--- config.mk ---
export PLATFORM = sky130hd
export DESIGN_NAME = pem_kernel
export DESIGN_NICKNAME = d
export VERILOG_FILES = /design/src/rtl/core/pem_pkg.sv /design/src/rtl/core/pem_kernel.sv
export SDC_FILE = /design/constraint.sdc
export NUM_CORES = 1
export LEC_CHECK = 0
export BUFFER_PORTS_ARGS = -buffer_cell sky130_fd_sc_hd__buf_2
export CORE_AREA = 3 3 96 70
export DETAILED_ROUTE_END_ITERATION = 10
export DIE_AREA = 0 0 99 73
export PLACE_DENSITY = 0.82
export SLEW_MARGIN = 20
export SYNTH_ARGS = -nofsm -noshare
export SYNTH_HDL_FRONTEND = slang
export SYNTH_SLANG_ARGS = --single-unit
--- constraint.sdc ---
create_clock -name vclk -period 7
set_input_delay 0.35 -clock vclk [all_inputs]
set_output_delay 0.35 -clock vclk [all_outputs]
set_load 0.02 [all_outputs]
--- src/rtl/core/pem_pkg.sv ---
// Shared types and constants of the Prewitt edge magnitude core.
`timescale 1ns / 1ps

package pem_pkg;

    // Pixel and configuration widths.
    localparam int PIX_W   = 8;
    localparam int IMG_W_W = 11;
    localparam int IMG_H_W = 13;
    localparam int CFG_W   = 13;

    // Default frame limits and register reset values.
    localparam int DEF_MAX_WIDTH  = 1024;
    localparam int DEF_MAX_HEIGHT = 4096;
    localparam int RESET_WIDTH    = 640;
    localparam int RESET_HEIGHT   = 480;

    // Largest grey level; both gradients and their sum saturate here.
    localparam int PIX_MAX = 255;

    typedef logic [PIX_W-1:0] pix_t;

    // One column of the 3x3 window: oldest row on top, current row at the bottom.
    typedef struct packed {
        pix_t top;
        pix_t mid;
        pix_t bot;
    } win_col_t;

    // Configuration register indexes.
    typedef enum logic [0:0] {
        REG_IMAGE_WIDTH  = 1'b0,
        REG_IMAGE_HEIGHT = 1'b1
    } cfg_index_t;

endpackage

--- src/rtl/core/pem_kernel.sv ---
// Prewitt gradient arithmetic over one 3x3 window.
`timescale 1ns / 1ps

module pem_kernel (
    input  pem_pkg::win_col_t left_col,
    input  pem_pkg::win_col_t mid_col,
    input  pem_pkg::win_col_t right_col,
    output pem_pkg::pix_t     edge_res
);

    import pem_pkg::*;

    localparam int SUM_W  = PIX_W + 2;
    localparam int DIFF_W = SUM_W + 1;

    logic [SUM_W-1:0]         top_sum;
    logic [SUM_W-1:0]         bot_sum;
    logic [SUM_W-1:0]         left_sum;
    logic [SUM_W-1:0]         right_sum;
    logic signed [DIFF_W-1:0] grad_v;
    logic signed [DIFF_W-1:0] grad_h;
    logic [PIX_W-1:0]         clamp_v;
    logic [PIX_W-1:0]         clamp_h;
    logic [PIX_W:0]           mag;

    // Clamp a signed gradient to the pixel range.
    function automatic logic [PIX_W-1:0] clamp_pix(input logic signed [DIFF_W-1:0] v);
        logic [PIX_W-1:0] res;
        if (v < 0)
        begin
            res = '0;
        end
        else if (v > DIFF_W'(PIX_MAX))
        begin
            res = PIX_W'(PIX_MAX);
        end
        else
        begin
            res = v[PIX_W-1:0];
        end
        return res;
    endfunction

    // Row and column sums.
    assign top_sum   = SUM_W'(left_col.top) + SUM_W'(mid_col.top) + SUM_W'(right_col.top);
    assign bot_sum   = SUM_W'(left_col.bot) + SUM_W'(mid_col.bot) + SUM_W'(right_col.bot);
    assign left_sum  = SUM_W'(left_col.top) + SUM_W'(left_col.mid) + SUM_W'(left_col.bot);
    assign right_sum = SUM_W'(right_col.top) + SUM_W'(right_col.mid) + SUM_W'(right_col.bot);

    // Vertical and horizontal gradients.
    assign grad_v = $signed({1'b0, bot_sum}) - $signed({1'b0, top_sum});
    assign grad_h = $signed({1'b0, right_sum}) - $signed({1'b0, left_sum});

    assign clamp_v = clamp_pix(grad_v);
    assign clamp_h = clamp_pix(grad_h);

    // Saturating sum of the two clamped gradients.
    assign mag = {1'b0, clamp_v} + {1'b0, clamp_h};

    always_comb
    begin
        if (mag > (PIX_W + 1)'(PIX_MAX))
        begin
            edge_res = PIX_W'(PIX_MAX);
        end
        else
        begin
            edge_res = mag[PIX_W-1:0];
        end
    end

endmodule

# Word level (Yosys, flattened, before mapping)
# Cells that the tools add are included.
# op_classes
muxes	5
magnitude_cmp	5
add_sub_neg	11
# op_table
cell	count
8-bit by 8-bit adder with 9-bit output	5
9-bit by 8-bit adder with 10-bit output	4
8-bit 2-to-1 mux	5
11-bit by 9-bit greater-than comparator with 1-bit output (second input constant)	2
11-bit by 1-bit less-than comparator with 1-bit output (second input constant)	2
10-bit by 10-bit subtractor with 11-bit output	2
9-bit by 8-bit greater-than comparator with 1-bit output (second input constant)	1
# totals
regBits	0
out_inout_bits	8
elab_cells	21

# Logic depth before layout (Yosys ltp)
# Gate-level depths: netlist of the first run.
# depth
word_depth	9
depth_mapped	23
mapped_depth_nobuf	23

# Worst setup path before layout of the first run
# OpenSTA, ideal clock, no wires.
# synth_path
kind	input to output
from	in right_col[1] in the netlist's numbering
to	out edge_res[6]
stages	23
path_buffers	0
arrival_ns	5.652
slack_ns	0.998
path_cell_list	inv_1 -> fa_1 -> inv_1 -> fa_1 -> inv_1 -> fa_1 -> inv_1 -> ha_1 -> fa_1 -> a211oi_1 -> o21bai_1 -> a211oi_2 -> mux2i_1 -> a31oi_2 -> o21a_1 -> ha_1 -> fa_1 -> a21o_1 -> a21oi_1 -> o21bai_1 -> o21ba_2 -> o22ai_2 -> o21ai_0
# synth_via
elab_chain_len	8
# synth_rtl
item	line_no	source
from (decl)	pem_kernel.sv:7	input pem_pkg::win_col_t right_col,
9-bit by 8-bit adder with 10-bit output, on equally long branches	pem_kernel.sv:46, pem_kernel.sv:48	
10-bit by 10-bit subtractor with 11-bit output, on equally long branches	pem_kernel.sv:51, pem_kernel.sv:52	
11-bit by 9-bit greater-than comparator with 1-bit output	pem_kernel.sv:33	else if (v > DIFF_W'(PIX_MAX))
8-bit 2-to-1 mux	pem_kernel.sv:33	
8-bit 2-to-1 mux	pem_kernel.sv:29	if (v < 0)
8-bit by 8-bit adder with 9-bit output (*)	pem_kernel.sv:58	assign mag = {1'b0, clamp_v} + {1'b0, clamp_h};
9-bit by 8-bit greater-than comparator with 1-bit output	pem_kernel.sv:62	if (mag > (PIX_W + 1)'(PIX_MAX))
8-bit 2-to-1 mux (*)	pem_kernel.sv:62	
to (decl)	pem_kernel.sv:8	output pem_pkg::pix_t edge_res
# Mark *: on every way between the ends. The rest lies on a longest branch, timed or not.

# Final worst setup path of the first run
# layout_path
from	in left_col[17] in the netlist's numbering
to	out edge_res[6]
# layout_via
elab_chain_len	9
# layout_rtl
item	line_no	source
from (decl)	pem_kernel.sv:5	input pem_pkg::win_col_t left_col,
8-bit by 8-bit adder with 9-bit output, on equally long branches	pem_kernel.sv:45, pem_kernel.sv:47	
9-bit by 8-bit adder with 10-bit output, on equally long branches	pem_kernel.sv:45, pem_kernel.sv:47	
10-bit by 10-bit subtractor with 11-bit output, on equally long branches	pem_kernel.sv:51, pem_kernel.sv:52	
11-bit by 9-bit greater-than comparator with 1-bit output	pem_kernel.sv:33	
8-bit 2-to-1 mux	pem_kernel.sv:33	
8-bit 2-to-1 mux	pem_kernel.sv:29	
8-bit by 8-bit adder with 9-bit output (*)	pem_kernel.sv:58	
9-bit by 8-bit greater-than comparator with 1-bit output	pem_kernel.sv:62	
8-bit 2-to-1 mux (*)	pem_kernel.sv:62	
# Marked as above.

==> run metrics, run 1 <==
max-slew violation count=0; syn avg cell area=8.81 µm²; Post-Synthesis Cells=329; status=complete, no violations; setup violators final=0; PortBufs=72; largest net degree at the start of global routing=9; fraction of layout cells with a size suffix above 1=20.4%; DR vias/cell=4.72; Final GP Congestion=0.816; max_cap viols=0; total power=0.00154 W; first-pass GRT wire length=9730 µm; drt pass-1 iters=4; final setup TNS=0 ns; post-route minimum period=6.48 ns; Total Wirelength=5290 µm; clkbuf count=0; hold path depth=7; Layout area overhead=15.7%; wire per inst=11.1 µm; GR Overflow Total=0; CP Launch Type=primary input; Lkg Pwr=1.92 nW; worst path required time=6.65 ns; DR vias=2,246; Ports=80; Netlist cell types=33; period utilisation layout=92.6%; leading area contributor after synthesis=fa_1; worst path arrival time=6.13 ns; seq_cells=0; Ant. Diodes=0; Worst-Margin Slew=0.597 ns; drt drc=0; power density cells=458 nW/µm²; Hold Path Class=primary input to output port; Max Freq=0.154 GHz; Cell Rows=23; Yosys top cell area share=44.9%; initial antenna violation count=0; Die Span Y=73 µm; Final ANT Viol Nets=0; Filler cells=529; pre-CTS setup slack=0.509 ns; Initial Util=50.1%; sequential share of the synthesized area=0%; buffer count from post-CTS setup fixing=0; syn_nets=496; Critical Path End Type=output port; Post-CTS Hold Buffers=0; # resized after CTS=0; core area=5780 µm²; 1st-iter DRT viols=69; min-delay src=right_col[0]; Final Hold Fails=0; Yosys warning count=0; vias in the first global route=2,369; worst hold path endpoint=edge_res[0]; Mapped Area=2900 µm²; FF+latch area=0 µm²; DPL Wire Length=5110 µm; commonest cells after routing, fill and taps aside=inv_1 (120), buf_2 (72), fa_1 (65); total track usage=15.7%; Hold Worst Slack=1.65 ns; min setup slack post-route=0.520 ns; synth top area cells=fa_1 (45%), inv_1 (16%), ha_1 (13%), a21oi_1 (2.9%), o21a_1 (2.8%); Worst slew margin=60.2%; fin nets=570; most common cell after layout, fill and taps aside=inv_1; Setup CP Type=primary input to output port; Die ar.=7230 µm²; Die X-Extent=99 µm; RSZ-0062 raised after global routing=no; Peak supply drop=174 µV; crit-path max FO=8
[kinds of logic (layout without fill, tap and decap cells)]
family / Yosys count / in the layout / synth area share (%)
mux: 2 / 2 / 0.691
fa+ha+maj: 95 / 95 / 57.8
buf+inv: 120 / 192 / 15.5
compound gates: 62 / 62 / 15.3
xor+xnor: 17 / 17 / 5.14
simple gates: 33 / 33 / 5.52
[where the power goes]
group | internal [W] | switching, W
logic | 0.000659 | 0.000877
clock network | 0 | 0
registers | 0 | 0
total | 0.000659 | 0.000877
[per-stage QoR]
| stage | cell area (µm²) | utilization, % | std cells |
|---|---|---|---|
| after floorplan | 2900 | - | 329 |
| after global placement | 3350 | 58.0 | 476 |
| after detailed placement | 3350 | 58.0 | 476 |
| after CTS | 3350 | 58.0 | 476 |
| after global routing | 3350 | 58.0 | 476 |
| final | 3350 | 58.0 | 476 |
[metal layers]
layer / up-vias / part of all wire (%) / global-route usage [%]
li1: 1142 / - / -
met1: 1036 / 44 / 21.6
met2: 66 / 49 / 29.1
met3: 2 / 6.1 / 0.669
met4: 0 / 0.28 / 0.455
met5: - / 0 / 0
[how the worst max path moves through the flow]
stage | startpoint | endpoint | slack, ns | cells after the start
2_1_floorplan | right_col[1] | edge_res[6] | 1.0 | 23
3_3_place_gp | left_col[17] | edge_res[6] | 0.58 | 24
3_5_place_dp | left_col[17] | edge_res[6] | 0.51 | 24
4_1_cts | left_col[17] | edge_res[6] | 0.49 | 24
5_1_grt | right_col[1] | edge_res[6] | 0.02 | 25
6_report | left_col[17] | edge_res[6] | 0.52 | 24
[synth_stat cells (all sizes together)]
| cell type | count |
|---|---|
| a211o | 1 |
| a211oi | 6 |
| a21o | 4 |
| a21oi | 17 |
| a31oi | 1 |
| fa | 65 |
| ha | 30 |
| inv | 120 |
| mux2i | 2 |
| nand2 | 6 |
| nand2b | 3 |
| nand3 | 2 |
| nor2 | 13 |
| nor3 | 3 |
| nor3b | 1 |
| o211ai | 3 |
| o21a | 11 |
| o21ai | 10 |
| o21ba | 1 |
| o21bai | 3 |
| o221a | 1 |
| o22ai | 1 |
| o2bb2ai | 1 |
| o41ai | 2 |
| or2 | 2 |
| or3 | 2 |
| or4 | 1 |
| xnor2 | 9 |
| xor2 | 8 |
[area by class of cell]
cell class                      count  area (µm²)  share of cell area (%)
Inverter                          120         450                    13.4
Multi-Input combinational cell    209        2450                    73.0
Tap cell                           75        93.8                    2.80
Timing Repair Buffer               72         360                    10.7
[worst max-delay path, cell delays in order]
cell and delay, ns:
buf_2 0.13, fa_1 0.53, inv_1 0.05, fa_1 0.47, inv_1 0.06, fa_1 0.53, inv_1 0.04, ha_1 0.23
fa_1 0.43, a211oi_1 0.26, o21bai_1 0.15, a211oi_2 0.25, mux2i_1 0.24, a31oi_2 0.20, o21a_1 0.22, ha_1 0.21
fa_1 0.41, a21o_1 0.19, a21oi_1 0.21, o21bai_1 0.11, o21ba_2 0.22, o22ai_2 0.28, o21ai_0 0.16, buf_2 0.19
Note: power is estimated with default switching activity, not from simulation.
==> inputs of run 2 (changes only) <==
--- a/config.mk
+++ b/config.mk
@@ -5,7 +5,7 @@
 export SDC_FILE = /design/constraint.sdc
 export NUM_CORES = 1
 export LEC_CHECK = 0
-export BUFFER_PORTS_ARGS = -buffer_cell sky130_fd_sc_hd__buf_2
+export BUFFER_PORTS_ARGS = -buffer_cell sky130_fd_sc_hd__buf_4
 export CORE_AREA = 3 3 96 70
 export DETAILED_ROUTE_END_ITERATION = 10
 export DIE_AREA = 0 0 99 73
==> run 2 against run 1 <==
Non-clock buffer count stayed put; sequential share of layout area stayed put; power is 5.6% higher; die area stayed put; critical path depth stayed put; sequential cell count stayed put; cell count stayed put; cell area is 5.4% higher; global-route usage is 0.92 points higher; via count is 1.3% higher.
==> run metrics, run 2 (synthesized netlist as in run 1, its figures left out) <==
status=complete, no violations; CP Launch Type=primary input; fin util=61.1% (+3.1 points); Total Wirelength=5560 µm (+5.2%); Layout area overhead=21.9%; RSZ-0062 raised after global routing=no; final setup TNS=0 ns (unchanged); Sw Pwr=0.000885 W (+0.96%); Ports=80 (unchanged); power density cells=459 nW/µm² (+0.24%); Final Hold Fails=0 (unchanged); max_cap viols=0 (unchanged); Critical Path End Type=output port; FF+latch area=0 µm² (unchanged); Final ANT Viol Nets=0 (unchanged); Max Freq=0.154 GHz (-0.45%); commonest cells after routing, fill and taps aside=inv_1 (120), buf_4 (72), fa_1 (65); period utilisation layout=93.0% (+0.42 points); post-route minimum period=6.51 ns (+0.0291 ns); CP max stage cell=fa_1; Ant. Diodes=0 (unchanged); vias in the first global route=2,477 (+4.6%); buffer count from post-CTS setup fixing=0 (unchanged); fraction of layout cells with a size suffix above 1=20.4% (unchanged); Worst path depth=24 (unchanged); max-slew violation count=0 (unchanged); DR vias=2,275 (+1.3%); seq_cells=0 (unchanged); total track usage=16.6% (+0.92 points); CP delay by family, top=adder cells; placed inst area=3530 µm² (+5.4%); Final GP Congestion=0.821 (+0.63%); internal power=0.000737 W (+12%); setup violators final=0 (unchanged); DR vias/cell=4.78 (+1.3%); total power=0.00162 W (+5.6%); initial antenna violation count=0 (unchanged); Die Span Y=73 µm (unchanged); clkbuf count=0 (unchanged); Worst-Margin Slew=0.597 ns (+0.000159 ns); first-pass GRT wire length=10,200 µm (+5.1%); Cell Chain, Critical Path=buf_4 -> fa_1 -> inv_1 -> fa_1 -> inv_1 -> fa_1 -> inv_1 -> ha_1 -> fa_1 -> a211oi_1 -> o21ai_1 -> o211ai_1 -> mux2i_1 -> o211ai_4 -> a21oi_1 -> ha_1 -> fa_1 -> a21o_1 -> a21oi_1 -> o21bai_1 -> o21ba_2 -> o22ai_2 -> o21ai_0 -> buf_4; crit-path max FO=8 (unchanged); most common cell after layout, fill and taps aside=inv_1; Filler cells=530 (+0.19%); drt pass-1 iters=4 (unchanged); largest net degree at the start of global routing=9 (unchanged); CP dominant cell by count=fa_1; Worst slew margin=60.2% (about the same); Hold Path Class=primary input to output port; Die X-Extent=99 µm (unchanged); drt drc=0 (unchanged); Post-CTS Hold Buffers=0 (unchanged); GR Overflow Total=0 (unchanged); worst path arrival time=6.16 ns (+0.03 ns); DPL Wire Length=5370 µm (+5.0%); Clock Power Share=0% (unchanged); Lkg Pwr=1.99 nW (+3.3%); CP Buf/Inv Count=5 (unchanged); 1st-iter DRT viols=78 (+13%); sequential share of power=0% (unchanged); Setup CP Type=primary input to output port; Cell Rows=23 (unchanged); Peak supply drop=223 µV (+28%); wire per inst=11.7 µm (+5.2%); worst path required time=6.65 ns (about the same); slowest stage delay, CP=0.53 ns (about the same); Sw Share=54.6% (-2.5 points); Die ar.=7230 µm² (unchanged); Finished Cell Area=3530 µm² (+5.4%); core area=5780 µm² (unchanged); combinational power share=100.0% (about the same); fin nets=570 (unchanged); Initial Util=50.1% (unchanged); hold path depth=7 (unchanged); # resized after CTS=0 (unchanged); Hold Worst Slack=1.66 ns (+0.0145 ns); PortBufs=72 (unchanged)
[run 2: cell counts in the layout (fill, tap and decap cells not counted)]
Identical to the previous run, type by type.
[run 2: final cells by class]
type / instances / area, µm² / share of cell area [%]
Timing Repair Buffer: 72 / 541 / 15.3
Inverter: 120 / 450 / 12.7
Multi-Input combinational cell: 209 / 2450 / 69.3
Tap cell: 75 / 93.8 / 2.66
[run 2: path summary, 6_finish.rpt]
check	from	end
setup / recovery	left_col[17]	edge_res[6]
hold / removal	right_col[0]	edge_res[0]
[run 2: through the flow]
stage / instances / setup WS [ns]
final: 476 / 0.491
after global placement: 476 / 0.563
after floorplan: 329 / 0.998
after CTS: 476 / 0.498
after global routing: 476 / 0.0186
after detailed placement: 476 / 0.512
[run 2: power by group through the flow]
stage	sequential, W	combinational [W]	clock [W]
2_1_floorplan	0	0.00121	0
3_3_place_gp	0	0.00159	0
3_5_place_dp	0	0.00163	0
4_1_cts	0	0.00164	0
5_1_grt	0	0.00183	0
6_report	0	0.00162	0
[run 2: per-layer routing]
metal  vias to the layer above  GRT usage [%]  part of all wire [%]  routed length (µm)
li1                       1144              -                     -                   -
met1                      1066           20.5                    43                2400
met2                        59           32.6                    51                2820
met3                         6           1.15                   5.2                 287
met4                         0           2.12                   1.0                  57
met5                         -              0                     0                   0
